<file path="src/hw/rtl/i2c_master_register_access_core_macros.svh">
// Assertion macros for the I2C register access core.
// Used by files that check their own logic; expects clk and rst_n in scope.
`ifndef I2C_MASTER_REGISTER_ACCESS_CORE_MACROS_SVH
`define I2C_MASTER_REGISTER_ACCESS_CORE_MACROS_SVH

// same-cycle implication, checked out of reset
`define I2CMRA_ASSERT_NOW(lbl, ante, cons, msg) \
  lbl: assert property (@(posedge clk) disable iff (!rst_n) (ante) |-> (cons)) \
    else $error(msg);

// next-cycle implication, checked out of reset
`define I2CMRA_ASSERT_NEXT(lbl, ante, cons, msg) \
  lbl: assert property (@(posedge clk) disable iff (!rst_n) (ante) |=> (cons)) \
    else $error(msg);

`endif

</file>
<file path="src/hw/rtl/i2cmra_pkg.sv">
// Shared types and constants for the I2C register access core.
// No dependencies.
package i2cmra_pkg;

  localparam int MAX_BYTES_DEF = 16;

  localparam int IN_TDATA_W  = 24;
  localparam int OUT_TDATA_W = 16;
  localparam int CFG_IDX_W   = 2;
  localparam int CFG_DATA_W  = 10;

  localparam logic [6:0] DEV_ADDR_RST   = 7'd24;
  localparam logic [9:0] HALF_TICKS_RST = 10'd10;
  localparam logic [7:0] ACK_TMO_RST    = 8'd250;

  localparam logic [CFG_IDX_W-1:0] CFG_DEV_ADDR   = 2'd0;
  localparam logic [CFG_IDX_W-1:0] CFG_HALF_TICKS = 2'd1;
  localparam logic [CFG_IDX_W-1:0] CFG_ACK_TMO    = 2'd2;

  typedef enum logic [1:0] {
    CMD_TICK  = 2'd0,
    CMD_PUSH  = 2'd1,
    CMD_WRITE = 2'd2,
    CMD_READ  = 2'd3
  } cmd_t;

  typedef enum logic [1:0] {
    ITEM_WADDR = 2'd0,
    ITEM_REG   = 2'd1,
    ITEM_DATA  = 2'd2,
    ITEM_RADDR = 2'd3
  } item_kind_t;

  typedef enum logic [4:0] {
    PH_IDLE  = 5'd0,
    PH_ST_A  = 5'd1,
    PH_ST_B  = 5'd2,
    PH_TX_L  = 5'd3,
    PH_TX_H  = 5'd4,
    PH_ACK_L = 5'd5,
    PH_ACK_H = 5'd6,
    PH_ACK_W = 5'd7,
    PH_RS_A  = 5'd8,
    PH_RS_B  = 5'd9,
    PH_RS_C  = 5'd10,
    PH_RX_L  = 5'd11,
    PH_RX_H  = 5'd12,
    PH_MA_L  = 5'd13,
    PH_MA_H  = 5'd14,
    PH_SP_A  = 5'd15,
    PH_SP_B  = 5'd16,
    PH_SP_C  = 5'd17
  } phase_t;

  typedef struct packed {
    logic [6:0] dev_addr;
    logic [9:0] half_ticks;
    logic [7:0] ack_tmo;
  } cfg_t;

  typedef struct packed {
    cmd_t       cmd;
    logic [7:0] reg_addr;
    logic [7:0] wr_byte;
    logic       sda;
  } tick_item_t;

  typedef struct packed {
    logic       scl;
    logic       pull;
    logic       busy;
    logic [7:0] rd_data;
    logic       rd_valid;
    logic       rd_last;
    logic       done;
    logic       err;
  } result_t;

endpackage

</file>
<file path="src/hw/rtl/i2c_master_register_access_core.sv">
// I2C master for register reads and writes. Each input beat is one bus tick that
// samples SDA and yields one result beat with the SCL/SDA drive, any read byte and
// the status. Ticks are taken one per clock while the output side is not stalled; a
// result is registered first in the queue stage and then in the output register of
// the single-step phase sequencer. Either side may stall without losing beats.
// Depends on i2cmra_pkg, i2cmra_front, i2cmra_queue, i2cmra_back and the macro header.
`include "i2c_master_register_access_core_macros.svh"

module i2c_master_register_access_core #(
  parameter int MAX_BYTES = i2cmra_pkg::MAX_BYTES_DEF
) (
  input  logic                                     clk,
  input  logic                                     rst_n,
  input  logic                                     cfg_we,
  input  logic [i2cmra_pkg::CFG_IDX_W-1:0]         cfg_addr,
  input  logic [i2cmra_pkg::CFG_DATA_W-1:0]        cfg_wdata,
  input  logic                                     in_tvalid,
  output logic                                     in_tready,
  // register_address[7:0], write_byte[15:8], byte_count[20:16], sda_sample[21]
  input  logic [i2cmra_pkg::IN_TDATA_W-1:0]        in_tdata,
  // cmd[1:0]
  input  logic [1:0]                               in_tuser,
  output logic                                     out_tvalid,
  input  logic                                     out_tready,
  // scl_level[0], sda_pull_low[1], busy_res[2], read_data[10:3], done_res[11],
  // ack_error[12]
  output logic [i2cmra_pkg::OUT_TDATA_W-1:0]       out_tdata,
  // read_valid[0]
  output logic                                     out_tuser,
  output logic                                     out_tlast
);

  localparam int CNT_W = $clog2(MAX_BYTES + 1);
  localparam int QW    = $bits(i2cmra_pkg::tick_item_t) + CNT_W;

  i2cmra_pkg::cfg_t       cfg_r, cfg_nxt;
  i2cmra_pkg::tick_item_t fe_item, q_item;
  logic [CNT_W-1:0]       fe_cnt, q_cnt;
  logic [QW-1:0]          q_out;
  logic                   q_full, q_valid, q_pop;
  i2cmra_pkg::result_t    res;

  always_comb begin
    cfg_nxt = cfg_r;
    if (cfg_we) begin
      case (cfg_addr)
        i2cmra_pkg::CFG_DEV_ADDR:   cfg_nxt.dev_addr   = cfg_wdata[6:0];
        i2cmra_pkg::CFG_HALF_TICKS: cfg_nxt.half_ticks = cfg_wdata[9:0];
        i2cmra_pkg::CFG_ACK_TMO:    cfg_nxt.ack_tmo    = cfg_wdata[7:0];
        default: begin
        end
      endcase
    end
  end

  always_ff @(posedge clk) begin
    if (!rst_n) begin
      cfg_r.dev_addr   <= i2cmra_pkg::DEV_ADDR_RST;
      cfg_r.half_ticks <= i2cmra_pkg::HALF_TICKS_RST;
      cfg_r.ack_tmo    <= i2cmra_pkg::ACK_TMO_RST;
    end else begin
      cfg_r <= cfg_nxt;
    end
  end

  i2cmra_front #(
    .MAX_BYTES (MAX_BYTES),
    .CNT_W     (CNT_W)
  ) u_front (
    .in_tuser (in_tuser),
    .in_tdata (in_tdata),
    .item     (fe_item),
    .item_cnt (fe_cnt)
  );

  assign in_tready = !q_full;

  i2cmra_queue #(
    .DW (QW)
  ) u_queue (
    .clk       (clk),
    .rst_n     (rst_n),
    .push      (in_tvalid),
    .push_data ({fe_cnt, fe_item}),
    .full      (q_full),
    .pop       (q_pop),
    .not_empty (q_valid),
    .pop_data  (q_out)
  );

  assign q_cnt  = q_out[QW-1 -: CNT_W];
  assign q_item = i2cmra_pkg::tick_item_t'(q_out[QW-CNT_W-1:0]);

  i2cmra_back #(
    .MAX_BYTES (MAX_BYTES),
    .CNT_W     (CNT_W)
  ) u_back (
    .clk        (clk),
    .rst_n      (rst_n),
    .cfg        (cfg_r),
    .item_valid (q_valid),
    .item       (q_item),
    .item_cnt   (q_cnt),
    .item_pop   (q_pop),
    .res_ready  (out_tready),
    .res_valid  (out_tvalid),
    .res        (res)
  );

  assign out_tdata = {3'b000, res.err, res.done, res.rd_data, res.busy, res.pull, res.scl};
  assign out_tuser = res.rd_valid;
  assign out_tlast = res.rd_last;

  `I2CMRA_ASSERT_NOW(a_last_with_byte, out_tvalid && out_tlast, out_tuser,
    "read_last without read_valid")
  `I2CMRA_ASSERT_NOW(a_err_with_done, out_tvalid && out_tdata[12], out_tdata[11],
    "ack_error without done")
  `I2CMRA_ASSERT_NOW(a_idle_levels, out_tvalid && !out_tdata[2],
    out_tdata[0] && !out_tdata[1], "idle beat drives the bus")
  `I2CMRA_ASSERT_NEXT(a_out_hold, out_tvalid && !out_tready,
    out_tvalid && $stable(out_tdata), "stalled result changed")

endmodule

</file>
<file path="src/hw/rtl/i2cmra_front.sv">
// Front end: unpacks an input beat, classifies the command and clamps the count.
// Depends on i2cmra_pkg.
module i2cmra_front #(
  parameter int MAX_BYTES = i2cmra_pkg::MAX_BYTES_DEF,
  parameter int CNT_W     = $clog2(MAX_BYTES + 1)
) (
  input  logic [1:0]                      in_tuser,  // cmd
  input  logic [i2cmra_pkg::IN_TDATA_W-1:0] in_tdata,
  output i2cmra_pkg::tick_item_t          item,
  output logic [CNT_W-1:0]                item_cnt
);

  localparam int CW = (CNT_W > 5) ? CNT_W : 5;
  localparam logic [CW-1:0] MAX_EXT = CW'(MAX_BYTES);
  localparam logic [CW-1:0] ONE_EXT = CW'(1);

  logic [CW-1:0] cnt_ext;
  logic [CW-1:0] cnt_clamp;

  assign cnt_ext = CW'(in_tdata[20:16]);

  always_comb begin
    if (cnt_ext == '0) begin
      cnt_clamp = ONE_EXT;
    end else if (cnt_ext > MAX_EXT) begin
      cnt_clamp = MAX_EXT;
    end else begin
      cnt_clamp = cnt_ext;
    end
  end

  assign item_cnt      = cnt_clamp[CNT_W-1:0];
  assign item.cmd      = i2cmra_pkg::cmd_t'(in_tuser);
  assign item.reg_addr = in_tdata[7:0];
  assign item.wr_byte  = in_tdata[15:8];
  assign item.sda      = in_tdata[21];

endmodule

</file>
<file path="src/hw/rtl/i2cmra_queue.sv">
// Two-entry queue between the front end and the bus sequencer.
// Depends on nothing but its width parameter.
module i2cmra_queue #(
  parameter int DW = 8
) (
  input  logic          clk,
  input  logic          rst_n,
  input  logic          push,
  input  logic [DW-1:0] push_data,
  output logic          full,
  input  logic          pop,
  output logic          not_empty,
  output logic [DW-1:0] pop_data
);

  logic [DW-1:0] slot_r [2];
  logic          wptr_r, wptr_nxt;
  logic          rptr_r, rptr_nxt;
  logic [1:0]    cnt_r, cnt_nxt;
  logic          do_push, do_pop;

  assign full      = (cnt_r == 2'd2);
  assign not_empty = (cnt_r != 2'd0);
  assign do_push   = push && !full;
  assign do_pop    = pop && not_empty;
  assign pop_data  = slot_r[rptr_r];

  always_comb begin
    wptr_nxt = do_push ? ~wptr_r : wptr_r;
    rptr_nxt = do_pop ? ~rptr_r : rptr_r;
    cnt_nxt  = cnt_r;
    if (do_push && !do_pop) begin
      cnt_nxt = cnt_r + 2'd1;
    end else if (do_pop && !do_push) begin
      cnt_nxt = cnt_r - 2'd1;
    end
  end

  always_ff @(posedge clk) begin
    if (!rst_n) begin
      wptr_r <= 1'b0;
      rptr_r <= 1'b0;
      cnt_r  <= 2'd0;
    end else begin
      wptr_r <= wptr_nxt;
      rptr_r <= rptr_nxt;
      cnt_r  <= cnt_nxt;
    end
  end

  always_ff @(posedge clk) begin
    if (do_push) begin
      slot_r[wptr_r] <= push_data;
    end
  end

endmodule

</file>
<file path="src/hw/rtl/i2cmra_back.sv">
// Bus sequencer: steps the I2C phase machine once per tick, holds the write buffer
// and registers the result beat. Depends on i2cmra_pkg.
module i2cmra_back #(
  parameter int MAX_BYTES = i2cmra_pkg::MAX_BYTES_DEF,
  parameter int CNT_W     = $clog2(MAX_BYTES + 1)
) (
  input  logic                   clk,
  input  logic                   rst_n,
  input  i2cmra_pkg::cfg_t       cfg,
  input  logic                   item_valid,
  input  i2cmra_pkg::tick_item_t item,
  input  logic [CNT_W-1:0]       item_cnt,
  output logic                   item_pop,
  input  logic                   res_ready,
  output logic                   res_valid,
  output i2cmra_pkg::result_t    res
);

  localparam int IDX_W = (MAX_BYTES > 1) ? $clog2(MAX_BYTES) : 1;
  localparam logic [CNT_W-1:0] MAX_CNT = CNT_W'(MAX_BYTES);

  i2cmra_pkg::phase_t     phase_r, phase_nxt;
  i2cmra_pkg::item_kind_t kind_r, kind_nxt;
  logic [2:0]       bit_r, bit_nxt;
  logic [CNT_W-1:0] idx_r, idx_nxt;
  logic [7:0]       shreg_r, shreg_nxt;
  logic [9:0]       tick_r, tick_nxt;
  logic [7:0]       wait_r, wait_nxt;
  logic [CNT_W-1:0] fill_r, fill_nxt;
  logic             rmode_r, rmode_nxt;
  logic [7:0]       hreg_r, hreg_nxt;
  logic [CNT_W-1:0] hcnt_r, hcnt_nxt;
  logic             abort_r, abort_nxt;
  logic             res_valid_r;
  i2cmra_pkg::result_t res_r, res_nxt;

  logic [7:0]       wbuf_r [MAX_BYTES];
  logic             buf_we;
  logic [IDX_W-1:0] buf_raddr;
  logic [7:0]       buf_rdata;

  logic [9:0]       half_eff;
  logic [7:0]       tmo_eff;
  logic             half_over;
  logic [9:0]       tick_inc;
  logic [9:0]       tick_adv;
  logic [CNT_W-1:0] idx_inc;
  logic [7:0]       wait_inc;
  logic [7:0]       sh_in;
  logic             step;

  assign step     = item_valid && (!res_valid_r || res_ready);
  assign item_pop = step;

  assign half_eff  = (cfg.half_ticks == '0) ? 10'd1 : cfg.half_ticks;
  assign tmo_eff   = (cfg.ack_tmo == '0) ? 8'd1 : cfg.ack_tmo;
  assign tick_inc  = tick_r + 10'd1;
  assign half_over = ({1'b0, tick_r} + 11'd1) >= {1'b0, half_eff};
  assign tick_adv  = half_over ? 10'd0 : tick_inc;
  assign idx_inc   = idx_r + CNT_W'(1);
  assign wait_inc  = wait_r + 8'd1;
  assign sh_in     = {shreg_r[6:0], item.sda};

  // first data byte after the register byte, else the one after the current
  assign buf_raddr = (kind_r == i2cmra_pkg::ITEM_REG) ? '0 : idx_inc[IDX_W-1:0];
  assign buf_rdata = wbuf_r[buf_raddr];

  assign buf_we = step && (phase_r == i2cmra_pkg::PH_IDLE) &&
                  (item.cmd == i2cmra_pkg::CMD_PUSH) && (fill_r < MAX_CNT);

  always_comb begin
    phase_nxt = phase_r;
    kind_nxt  = kind_r;
    bit_nxt   = bit_r;
    idx_nxt   = idx_r;
    shreg_nxt = shreg_r;
    tick_nxt  = tick_r;
    wait_nxt  = wait_r;
    fill_nxt  = fill_r;
    rmode_nxt = rmode_r;
    hreg_nxt  = hreg_r;
    hcnt_nxt  = hcnt_r;
    abort_nxt = abort_r;

    res_nxt      = '0;
    res_nxt.scl  = 1'b1;
    res_nxt.busy = (phase_r != i2cmra_pkg::PH_IDLE);

    // bus levels for this tick
    case (phase_r)
      i2cmra_pkg::PH_ST_B, i2cmra_pkg::PH_RS_C, i2cmra_pkg::PH_SP_B: begin
        res_nxt.pull = 1'b1;
      end
      i2cmra_pkg::PH_TX_L, i2cmra_pkg::PH_TX_H: begin
        res_nxt.scl  = (phase_r == i2cmra_pkg::PH_TX_H);
        res_nxt.pull = !shreg_r[7];
      end
      i2cmra_pkg::PH_MA_L, i2cmra_pkg::PH_MA_H: begin
        res_nxt.scl  = (phase_r == i2cmra_pkg::PH_MA_H);
        res_nxt.pull = (idx_inc < hcnt_r);
      end
      i2cmra_pkg::PH_ACK_L, i2cmra_pkg::PH_RS_A, i2cmra_pkg::PH_RX_L: begin
        res_nxt.scl = 1'b0;
      end
      i2cmra_pkg::PH_SP_A: begin
        res_nxt.scl  = 1'b0;
        res_nxt.pull = 1'b1;
      end
      default: begin
      end
    endcase

    case (phase_r)
      i2cmra_pkg::PH_ST_A: begin
        tick_nxt = tick_adv;
        if (half_over) phase_nxt = i2cmra_pkg::PH_ST_B;
      end
      i2cmra_pkg::PH_ST_B: begin
        tick_nxt = tick_adv;
        if (half_over) begin
          shreg_nxt = {cfg.dev_addr, 1'b0};
          kind_nxt  = i2cmra_pkg::ITEM_WADDR;
          bit_nxt   = 3'd0;
          phase_nxt = i2cmra_pkg::PH_TX_L;
        end
      end
      i2cmra_pkg::PH_TX_L: begin
        tick_nxt = tick_adv;
        if (half_over) phase_nxt = i2cmra_pkg::PH_TX_H;
      end
      i2cmra_pkg::PH_TX_H: begin
        tick_nxt = tick_adv;
        if (half_over) begin
          shreg_nxt = {shreg_r[6:0], 1'b0};
          bit_nxt   = bit_r + 3'd1;
          phase_nxt = (bit_r == 3'd7) ? i2cmra_pkg::PH_ACK_L : i2cmra_pkg::PH_TX_L;
        end
      end
      i2cmra_pkg::PH_ACK_L: begin
        tick_nxt = tick_adv;
        if (half_over) phase_nxt = i2cmra_pkg::PH_ACK_H;
      end
      i2cmra_pkg::PH_ACK_H: begin
        tick_nxt = tick_adv;
        if (half_over) begin
          wait_nxt  = 8'd0;
          phase_nxt = i2cmra_pkg::PH_ACK_W;
        end
      end
      i2cmra_pkg::PH_ACK_W: begin
        if (!item.sda) begin
          wait_nxt = 8'd0;
          tick_nxt = 10'd0;
          case (kind_r)
            i2cmra_pkg::ITEM_WADDR: begin
              shreg_nxt = hreg_r;
              kind_nxt  = i2cmra_pkg::ITEM_REG;
              bit_nxt   = 3'd0;
              phase_nxt = i2cmra_pkg::PH_TX_L;
            end
            i2cmra_pkg::ITEM_REG: begin
              if (rmode_r) begin
                phase_nxt = i2cmra_pkg::PH_RS_A;
              end else begin
                idx_nxt   = '0;
                shreg_nxt = buf_rdata;
                kind_nxt  = i2cmra_pkg::ITEM_DATA;
                bit_nxt   = 3'd0;
                phase_nxt = i2cmra_pkg::PH_TX_L;
              end
            end
            i2cmra_pkg::ITEM_DATA: begin
              idx_nxt = idx_inc;
              if (idx_inc >= hcnt_r) begin
                phase_nxt = i2cmra_pkg::PH_SP_A;
              end else begin
                shreg_nxt = buf_rdata;
                bit_nxt   = 3'd0;
                phase_nxt = i2cmra_pkg::PH_TX_L;
              end
            end
            default: begin
              idx_nxt   = '0;
              bit_nxt   = 3'd0;
              shreg_nxt = 8'd0;
              phase_nxt = i2cmra_pkg::PH_RX_L;
            end
          endcase
        end else begin
          wait_nxt = wait_inc;
          // no ack in time: abort straight into stop
          if (wait_inc >= tmo_eff) begin
            wait_nxt  = 8'd0;
            abort_nxt = 1'b1;
            tick_nxt  = 10'd0;
            phase_nxt = i2cmra_pkg::PH_SP_A;
          end
        end
      end
      i2cmra_pkg::PH_RS_A: begin
        tick_nxt = tick_adv;
        if (half_over) phase_nxt = i2cmra_pkg::PH_RS_B;
      end
      i2cmra_pkg::PH_RS_B: begin
        tick_nxt = tick_adv;
        if (half_over) phase_nxt = i2cmra_pkg::PH_RS_C;
      end
      i2cmra_pkg::PH_RS_C: begin
        tick_nxt = tick_adv;
        if (half_over) begin
          shreg_nxt = {cfg.dev_addr, 1'b1};
          kind_nxt  = i2cmra_pkg::ITEM_RADDR;
          bit_nxt   = 3'd0;
          phase_nxt = i2cmra_pkg::PH_TX_L;
        end
      end
      i2cmra_pkg::PH_RX_L: begin
        tick_nxt = tick_adv;
        if (half_over) phase_nxt = i2cmra_pkg::PH_RX_H;
      end
      i2cmra_pkg::PH_RX_H: begin
        tick_nxt = tick_adv;
        // sample on the first tick of the high half
        if (tick_r == 10'd0) begin
          shreg_nxt = sh_in;
          if (bit_r == 3'd7) begin
            res_nxt.rd_valid = 1'b1;
            res_nxt.rd_data  = sh_in;
            res_nxt.rd_last  = (idx_inc >= hcnt_r);
          end
        end
        if (half_over) begin
          bit_nxt   = bit_r + 3'd1;
          phase_nxt = (bit_r == 3'd7) ? i2cmra_pkg::PH_MA_L : i2cmra_pkg::PH_RX_L;
        end
      end
      i2cmra_pkg::PH_MA_L: begin
        tick_nxt = tick_adv;
        if (half_over) phase_nxt = i2cmra_pkg::PH_MA_H;
      end
      i2cmra_pkg::PH_MA_H: begin
        tick_nxt = tick_adv;
        if (half_over) begin
          idx_nxt = idx_inc;
          if (idx_inc >= hcnt_r) begin
            phase_nxt = i2cmra_pkg::PH_SP_A;
          end else begin
            bit_nxt   = 3'd0;
            shreg_nxt = 8'd0;
            phase_nxt = i2cmra_pkg::PH_RX_L;
          end
        end
      end
      i2cmra_pkg::PH_SP_A: begin
        tick_nxt = tick_adv;
        if (half_over) phase_nxt = i2cmra_pkg::PH_SP_B;
      end
      i2cmra_pkg::PH_SP_B: begin
        tick_nxt = tick_adv;
        if (half_over) phase_nxt = i2cmra_pkg::PH_SP_C;
      end
      i2cmra_pkg::PH_SP_C: begin
        tick_nxt = tick_adv;
        if (half_over) begin
          res_nxt.done = 1'b1;
          res_nxt.err  = abort_r;
          abort_nxt    = 1'b0;
          if (!rmode_r) fill_nxt = '0;
          phase_nxt = i2cmra_pkg::PH_IDLE;
        end
      end
      default: begin
        phase_nxt = i2cmra_pkg::PH_IDLE;
        case (item.cmd)
          i2cmra_pkg::CMD_PUSH: begin
            if (fill_r < MAX_CNT) fill_nxt = fill_r + CNT_W'(1);
          end
          i2cmra_pkg::CMD_WRITE, i2cmra_pkg::CMD_READ: begin
            hreg_nxt  = item.reg_addr;
            hcnt_nxt  = item_cnt;
            rmode_nxt = (item.cmd == i2cmra_pkg::CMD_READ);
            bit_nxt   = 3'd0;
            idx_nxt   = '0;
            shreg_nxt = 8'd0;
            wait_nxt  = 8'd0;
            abort_nxt = 1'b0;
            tick_nxt  = 10'd0;
            phase_nxt = i2cmra_pkg::PH_ST_A;
          end
          default: begin
          end
        endcase
      end
    endcase
  end

  always_ff @(posedge clk) begin
    if (!rst_n) begin
      phase_r     <= i2cmra_pkg::PH_IDLE;
      kind_r      <= i2cmra_pkg::ITEM_WADDR;
      bit_r       <= 3'd0;
      idx_r       <= '0;
      shreg_r     <= 8'd0;
      tick_r      <= 10'd0;
      wait_r      <= 8'd0;
      fill_r      <= '0;
      rmode_r     <= 1'b0;
      hreg_r      <= 8'd0;
      hcnt_r      <= '0;
      abort_r     <= 1'b0;
      res_valid_r <= 1'b0;
    end else begin
      if (step) begin
        phase_r <= phase_nxt;
        kind_r  <= kind_nxt;
        bit_r   <= bit_nxt;
        idx_r   <= idx_nxt;
        shreg_r <= shreg_nxt;
        tick_r  <= tick_nxt;
        wait_r  <= wait_nxt;
        fill_r  <= fill_nxt;
        rmode_r <= rmode_nxt;
        hreg_r  <= hreg_nxt;
        hcnt_r  <= hcnt_nxt;
        abort_r <= abort_nxt;
      end
      if (step) begin
        res_valid_r <= 1'b1;
      end else if (res_ready) begin
        res_valid_r <= 1'b0;
      end
    end
  end

  always_ff @(posedge clk) begin
    if (step) begin
      res_r <= res_nxt;
    end
    if (buf_we) begin
      wbuf_r[fill_r[IDX_W-1:0]] <= item.wr_byte;
    end
  end

  assign res_valid = res_valid_r;
  assign res       = res_r;

endmodule

</file>
<file path="config.mk">
export PLATFORM = sky130hd
export DESIGN_NAME = i2c_master_register_access_core
export DESIGN_NICKNAME = d
export VERILOG_FILES = /design/src/hw/rtl/i2cmra_pkg.sv /design/src/hw/rtl/i2c_master_register_access_core.sv /design/src/hw/rtl/i2cmra_front.sv /design/src/hw/rtl/i2cmra_queue.sv /design/src/hw/rtl/i2cmra_back.sv
export VERILOG_INCLUDE_DIRS = /design/src /design/src/hw/rtl
export SDC_FILE = /design/constraint.sdc
export NUM_CORES = 1
export LEC_CHECK = 0
export ABC_AREA = 1
export BUFFER_PORTS_ARGS = -buffer_cell sky130_fd_sc_hd__buf_2
export CELL_PAD_IN_SITES_DETAIL_PLACEMENT = 2
export CELL_PAD_IN_SITES_GLOBAL_PLACEMENT = 2
export CORE_ASPECT_RATIO = 0.6
export CORE_MARGIN = 1
export CORE_UTILIZATION = 40
export CTS_CLUSTER_SIZE = 24
export DETAILED_ROUTE_END_ITERATION = 16
export PLACE_DENSITY = 0.86
export SLEW_MARGIN = 20
export SYNTH_ARGS = -nofsm -noshare
export SYNTH_HDL_FRONTEND = slang
export SYNTH_SLANG_ARGS = --single-unit
</file>
<file path="constraint.sdc">
create_clock -name clk -period 4.87 [get_ports clk]
set_clock_uncertainty 0.05 [all_clocks]
set_input_delay 0.7305 -clock clk [delete_from_list [all_inputs] [get_ports clk]]
set_output_delay 0.7305 -clock clk [all_outputs]
set_load 0.005 [all_outputs]
</file>
== Yosys cells after proc, flatten, opt, wreduce, memory -nomap -nowiden ==
Memories as Yosys holds them, arrays and structs flattened. A register that Yosys moved wholly into a read port is not among the register bits.
Cells that the tools add are included.
Word-level totals
  output and inout bits: 20
  bits in registers: 106
  memory bits (writable): 176
  input bits: 43
  memories kept: 2
  word-level logic and storage cells: 265
Operators by class
  mux-type cells: 95
  reductions and logical operators: 64
  bitwise gates (word level): 8
  equal/unequal tests: 55
  add/subtract/negate cells: 8
  order comparisons: 6
Memory list
  u_back.wbuf_r: words 16, bits a word 8, read ports 1, clocked after memory_dff 0, wr ports 1, RTL line i2cmra_back.sv:37  | logic [7:0] wbuf_r [MAX_BYTES];
  u_queue.slot_r: words 2, bits a word 24, read ports 1, clocked after memory_dff 1, wr ports 1, RTL line i2cmra_queue.sv:16  | logic [DW-1:0] slot_r [2];
Operators with widths (count)
  $mux 5: 26
  $mux 8: 14
  $pmux 5 s16: 1
  $pmux 8 s7: 1
  $mux 10: 5
  $pmux 8 s3: 2
  $pmux 5 s3: 3
  $reduce_or 15->1: 3
  $eq 5x4->1 const B: 8
  $ne 2x1->1 const B: 20
  $reduce_or 16->1: 2
  $mux 3: 10
  $eq 5x3->1 const B: 4
  $logic_not 10->1: 2
  $pmux 10 s2: 1
  $reduce_and 17->1: 1
  $reduce_or 17->1: 1
  $mux 2: 8
  $pmux 3 s5: 1
  $reduce_bool 3->1: 5
  $reduce_and 7->1: 2
  $mux 1: 13
  $mux 4: 3
  $reduce_and 12->1: 1
  other kinds (45): 99

== Depth between registers and ports, before layout ==
  depth in word-level cells: 8
  mapped depth: 20

== Modules after synthesis ==
From an unflattened synthesis, not the netlist that was laid out.
Unflattened totals
  cell total of the unflattened synthesis: 1476
  area total of the unflattened synthesis: 13768.2 um^2
By module, submodules not included
  i2cmra_back: cells each 1182, seq. area each 5535.3 um^2, area each 10415.0 um^2, times used 1
  i2cmra_queue: cells each 112, seq. area each 1541.5 um^2, area each 2083.2 um^2, times used 1
  i2c_master_register_access_core: cells each 150, seq. area each 500.5 um^2, area each 1077.3 um^2, times used 1
  i2cmra_front: cells each 32, seq. area each 0.0 um^2, area each 192.7 um^2, times used 1

== Worst setup path after synthesis ==
Ideal clock, no wire load.
  path type: flip-flop to flip-flop
  from: register u_back.tick_r[0]
  to: register u_back.wait_r[4]
  path buffers: 0
  stages on the path, launching flop included: 17
  path slack: 2.194 ns
  arrival: 2.556 ns
  setup time: 0.070 ns
  data required time: 4.750 ns
  path through: dfxtp_1 > ha_1 > nand2_1 > nor3_2 > xor2_1 > inv_1 > ha_1 > a21o_1 > nor2_1 > nand2_1 > nand2_1 > nand2_1 > a21oi_2 > nand2_1 > nand2_2 > nand2_1 > a21oi_1
On the way
  cells in the longest elaborated chain, start to end: 4
RTL lines
  start, declared: RTL line i2cmra_back.sv:27  | logic [9:0] tick_r, tick_nxt;
  start signal, assigned: RTL line i2cmra_back.sv:319  | tick_r <= tick_nxt;
  $add 10x1->11: RTL line i2cmra_back.sv:58  | assign half_over = ({1'b0, tick_r} + 11'd1) >= {1'b0, half_eff};
  $ge 11x10->1: RTL line i2cmra_back.sv:58
  $ne 2x1->1 (no line)
  $reduce_and 4->1 (no line)
  end signal, assigned: RTL line i2cmra_back.sv:320  | wait_r <= wait_nxt;
  end, declared: RTL line i2cmra_back.sv:28  | logic [7:0] wait_r, wait_nxt;
No other way between the ends.
A chain may end at the register's enable or synchronous reset.

== Worst setup path in the final report ==
  from: register u_back.idx_r[0]
  to: register u_back.shreg_r[0]
On the way
  cells in the longest elaborated chain, start to end: 7
  elaborated cells between the ends (all ways): 12
  those cells by class: 1 x add/sub; 1 x order compare; 2 x eq/ne; 6 x mux; 1 x reduce/logical; 1 x memory
RTL lines
  start, declared: RTL line i2cmra_back.sv:25  | logic [CNT_W-1:0] idx_r, idx_nxt;
  start signal, assigned: RTL line i2cmra_back.sv:317  | idx_r <= idx_nxt;
  $add 5x1->5 (*): RTL line i2cmra_back.sv:60  | assign idx_inc = idx_r + CNT_W'(1);
  $mux 4: RTL line i2cmra_back.sv:65  | assign buf_raddr = (kind_r == i2cmra_pkg::ITEM_REG) ? '0 : idx_inc[IDX_W-1:0];
  $mem_v2 16x8
  $mux 8 (on tied branches): RTL line i2cmra_back.sv:174, i2cmra_back.sv:162
  $pmux 8 s3: RTL line i2cmra_back.sv:154  | case (kind_r)
  $mux 8: RTL line i2cmra_back.sv:151  | if (!item.sda) begin
  $pmux 8 s7: RTL line i2cmra_back.sv:113  | case (phase_r)
  end signal, assigned: RTL line i2cmra_back.sv:318  | shreg_r <= shreg_nxt;
  end, declared: RTL line i2cmra_back.sv:26  | logic [7:0] shreg_r, shreg_nxt;
Every way passes the cells marked *; elsewhere a longest branch is shown, timed or not. The select of a mux whose other input is x is not followed.

==> impl_metrics.env <==
export IMPL_antennaDiodeCount=0
export IMPL_starting_utilization_of_the_core_area_pct=40.7
export IMPL_clk_slew_on_worst_s_h_paths_ns=0.07
export IMPL_ys_dominant_reg_cell="edfxtp_1"
export IMPL_area_share_of_the_largest_cell_type_after_synthesis_pct=43.5
export IMPL_fraction_of_layout_instances_using_a_drive_strength_above_1_pct=11.0
export IMPL_grt_setup_unrepaired="no"
export IMPL_largest_area_contributor_in_the_netlist="edfxtp_1"
export IMPL_grt_usage_pct=30.4
export IMPL_detail_route_drc_violations=0
export IMPL_timing_setup_tns_ns=0
export IMPL_maximum_number_of_pins_on_one_net_before_global_route_repair=67
export IMPL_numCtsBuffers=28
export IMPL_minimum_clock_period_ns=4.33
export IMPL_ys_warnings_count=0
export IMPL_worstSkewPairLatency_ns=0.59
export IMPL_timing_critical_path_to_type="flop"
export IMPL_synth_cells=1423
export IMPL_max_cap_violations=0
export IMPL_worstPathMaxFanout=11
export IMPL_synth_top_cells_by_area="edfxtp_1, dfxtp_1, nand2_1"
export IMPL_io_pins=63
export IMPL_synth_enable_flop_cells=191
export IMPL_via_count=11100
export IMPL_path_cells="ha_1 > nand2_1 > nor2_1 > xor2_1 > ha_1 > nand2_1 > nor2_1 > nand2_1 > nand4_1 > a21oi_1 > inv_1 > nor2_1 > nand2_1 > nor2_4 > nand2_1 > nand2_1 > nor2_1"
export IMPL_finished_core_util_pct=45.9
export IMPL_post_synth_top_count_cell="nand2_1"
export IMPL_outcome="complete, no violations"
export IMPL_preCtsSetupSlack_ns=0.966
export IMPL_syn_mean_instance_area_um2=9.26
export IMPL_core_rowCount=51
export IMPL_die_area_um2=33700
export IMPL_synth_cells_most_frequent="nand2_1, edfxtp_1, nand3_1, nor2_1, inv_1"
export IMPL_r2r_end="u_back.shreg_r[0]"
export IMPL_area_of_all_placed_cells_without_fillers_um2=14900
export IMPL_postLayoutSetupSlackWorst_ns=0.535
export IMPL_r2r_slack_ns=0.54
export IMPL_design_final_nets=1556
export IMPL_cts_hold_repair_buffers=0
export IMPL_period_share_pct=89.0
export IMPL_worst_slew_pin_slew_ns=1.04
export IMPL_critPathRequiredTime_ns=5.28
export IMPL_clock_fmax_mhz=231
export IMPL_critPathSlowestCell="dfxtp_1"
export IMPL_critical_path_class="reg2reg"
export IMPL_die_x_um=236
export IMPL_htreeDepth=1
export IMPL_number_of_endpoints_with_negative_hold_slack_in_the_final_report=0
export IMPL_cts_tree="done"
export IMPL_setup_viol_count_final=0
export IMPL_hold_end="u_queue.slot_r[1][7]"
export IMPL_final_max_slew_viols=0
export IMPL_cp_dominant_cell_by_count="nand2_1"
export IMPL_numClockSinks=283
export IMPL_cp_start_kind="flop"
export IMPL_dieHeight_um=143
export IMPL_post_cts_resized_instances=0
export IMPL_power_density_cell_area_nw_per_um2=629
export IMPL_syn2layout_area_growth_pct=12.8
export IMPL_grt_pass1_wl_um=76200
export IMPL_min_path_cells=1
export IMPL_dpl_instance_area_um2=13800
export IMPL_finalNonFillerCells=1921
export IMPL_ctsRootBufferMaster="clkbuf_16"
export IMPL_worst_slew_margin_rel_pct=30.6
export IMPL_cts_setup_buffers=0
export IMPL_globalplace_congestion=0.953
export IMPL_rr_worst_depth=17
export IMPL_totalWireLength_um=50700
export IMPL_first_global_vias=11900
export IMPL_power_static_leakage_nw=5.96
export IMPL_placedCellCount=1869
export IMPL_globalRoute_totalOverflow=0
export IMPL_timing_hold_worst_start="in_tdata[14]"
export IMPL_ys_seq_area_share_pct=57.5
export IMPL_timing_rr_start="u_back.idx_r[0]"
export IMPL_hp_class="in2reg"
export IMPL_grt_antenna_before_repair=1
export IMPL_initialDrtViolationCount=951
export IMPL_synthDistinctLibCells=47
export IMPL_detail_route_first_pass_iterations=5
export IMPL_worst_ir_drop_vdd_mv=0.414
export IMPL_crit_path_max_incr_delay_ns=0.80
export IMPL_synthArstFlopShare_pct=0
export IMPL_buffer_ports_inserted=57
export IMPL_cts_buffer_depth=3
export IMPL_place_hpwl_um=34800
export IMPL_drt_wirelength_per_cell_um=26.4
export IMPL_ys_ff_latch=283
export IMPL_core_area_um2=32400
export IMPL_netlist_area_um2=13200
export IMPL_via_per_inst=5.79
export IMPL_drt_antenna_net_count=0
export IMPL_critical_path_arrival_ns=4.75
metrics by stage:
step	hold WS, ns	power [mW]
after floorplan	0.376	5.32
after global placement	0.387	6.41
after detailed placement	0.401	6.73
after CTS	0.262	9.30
after global routing	0.270	9.73
final	0.286	9.36
flip-flops by register name, indices dropped and copies added (netlist names), 2 cells and up, named ones only:
signal / flops
u_queue.cnt_r: 2
u_back.wait_r: 8
cfg_r: 25
u_back.bit_r: 3
u_back.idx_r: 5
u_back.hreg_r: 8
u_back.hcnt_r: 5
u_back.wbuf_r: 128
u_back.res: 15
u_back.tick_r: 10
u_back.phase_r: 5
u_back.fill_r: 5
u_queue.slot_r: 48
u_back.shreg_r: 8
u_back.kind_r: 2
area by class of cell:
class | count | area [um2]
timing repair buffer | 66 | 353
fill | 3426 | 17500
multi-input combinational | 957 | 4860
tap | 424 | 531
inverter | 139 | 524
clock inverter | 18 | 243
clock buffer | 34 | 786
sequential | 283 | 7580
logic make-up after synthesis:
logic type / synth area share, %
simple gates: 23.6
flops: 57.5
buf+inv: 5.77
compound gates: 7.55
fa+ha+maj: 3.61
xor+xnor: 0.931
mux: 0.987
other cells: 0.0285
worst max-delay path by stage:
| stage | startpoint | end | slack [ns] | cells past startpoint |
|---|---|---|---|---|
| finish | u_back.idx_r[0] | u_back.shreg_r[0] | 0.54 | 17 |
| global route | u_back.idx_r[0] | u_back.shreg_r[0] | 0.44 | 17 |
| CTS | u_back.idx_r[0] | u_back.shreg_r[0] | 0.72 | 17 |
| detailed placement | u_back.idx_r[0] | u_back.shreg_r[0] | 0.97 | 17 |
| global placement | u_back.idx_r[0] | u_back.shreg_r[7] | 1.35 | 15 |
| floorplan | u_back.tick_r[0] | u_back.wait_r[4] | 2.19 | 16 |
power by group:
part	internal [mW]	switching (mW)	leakage [nW]
registers	3.03	0.229	2.50
clock network	1.42	1.04	0.505
logic	0.846	2.79	2.96
total	5.30	4.06	5.96
critical path, delay by kind of cell, from the launching register on:
family | cells | cell delay (ns)
AND/OR/NAND/NOR | 12 | 1.84
flip-flops | 1 | 0.80
adder cells (fa/ha/maj) | 2 | 0.62
AO/OA/AOI/OAI | 1 | 0.53
XOR/XNOR | 1 | 0.28
buffers and inverters | 1 | 0.09
routing by layer:
layer	vias to the layer above	wire, um	track usage (%)
li1	4923	-	-
met1	5684	23300	43.5
met2	433	22900	48.7
met3	72	3540	4.73
met4	2	980	6.12
met5	-	13	0
placed cells by master (no fill, tap or decap), types with 6 or more instances in the layout:
cell       instances
nand4_1           22
xor2_1            11
buf_2             57
nor2_4             8
o22ai_1            8
o211ai_1          13
edfxtp_1         191
inv_2             15
nor3_1            15
nor4_1             6
dfxtp_1           92
ha_1              38
nand3_1          153
nand2_2            7
o21ai_1            7
o21ai_0           53
a21oi_1           80
nand2_1          342
mux2i_1           13
clkbuf_16         30
clkinv_2           7
buf_4              9
inv_1            121
nor2_1           140
Power figures use the tool's default switching activity.
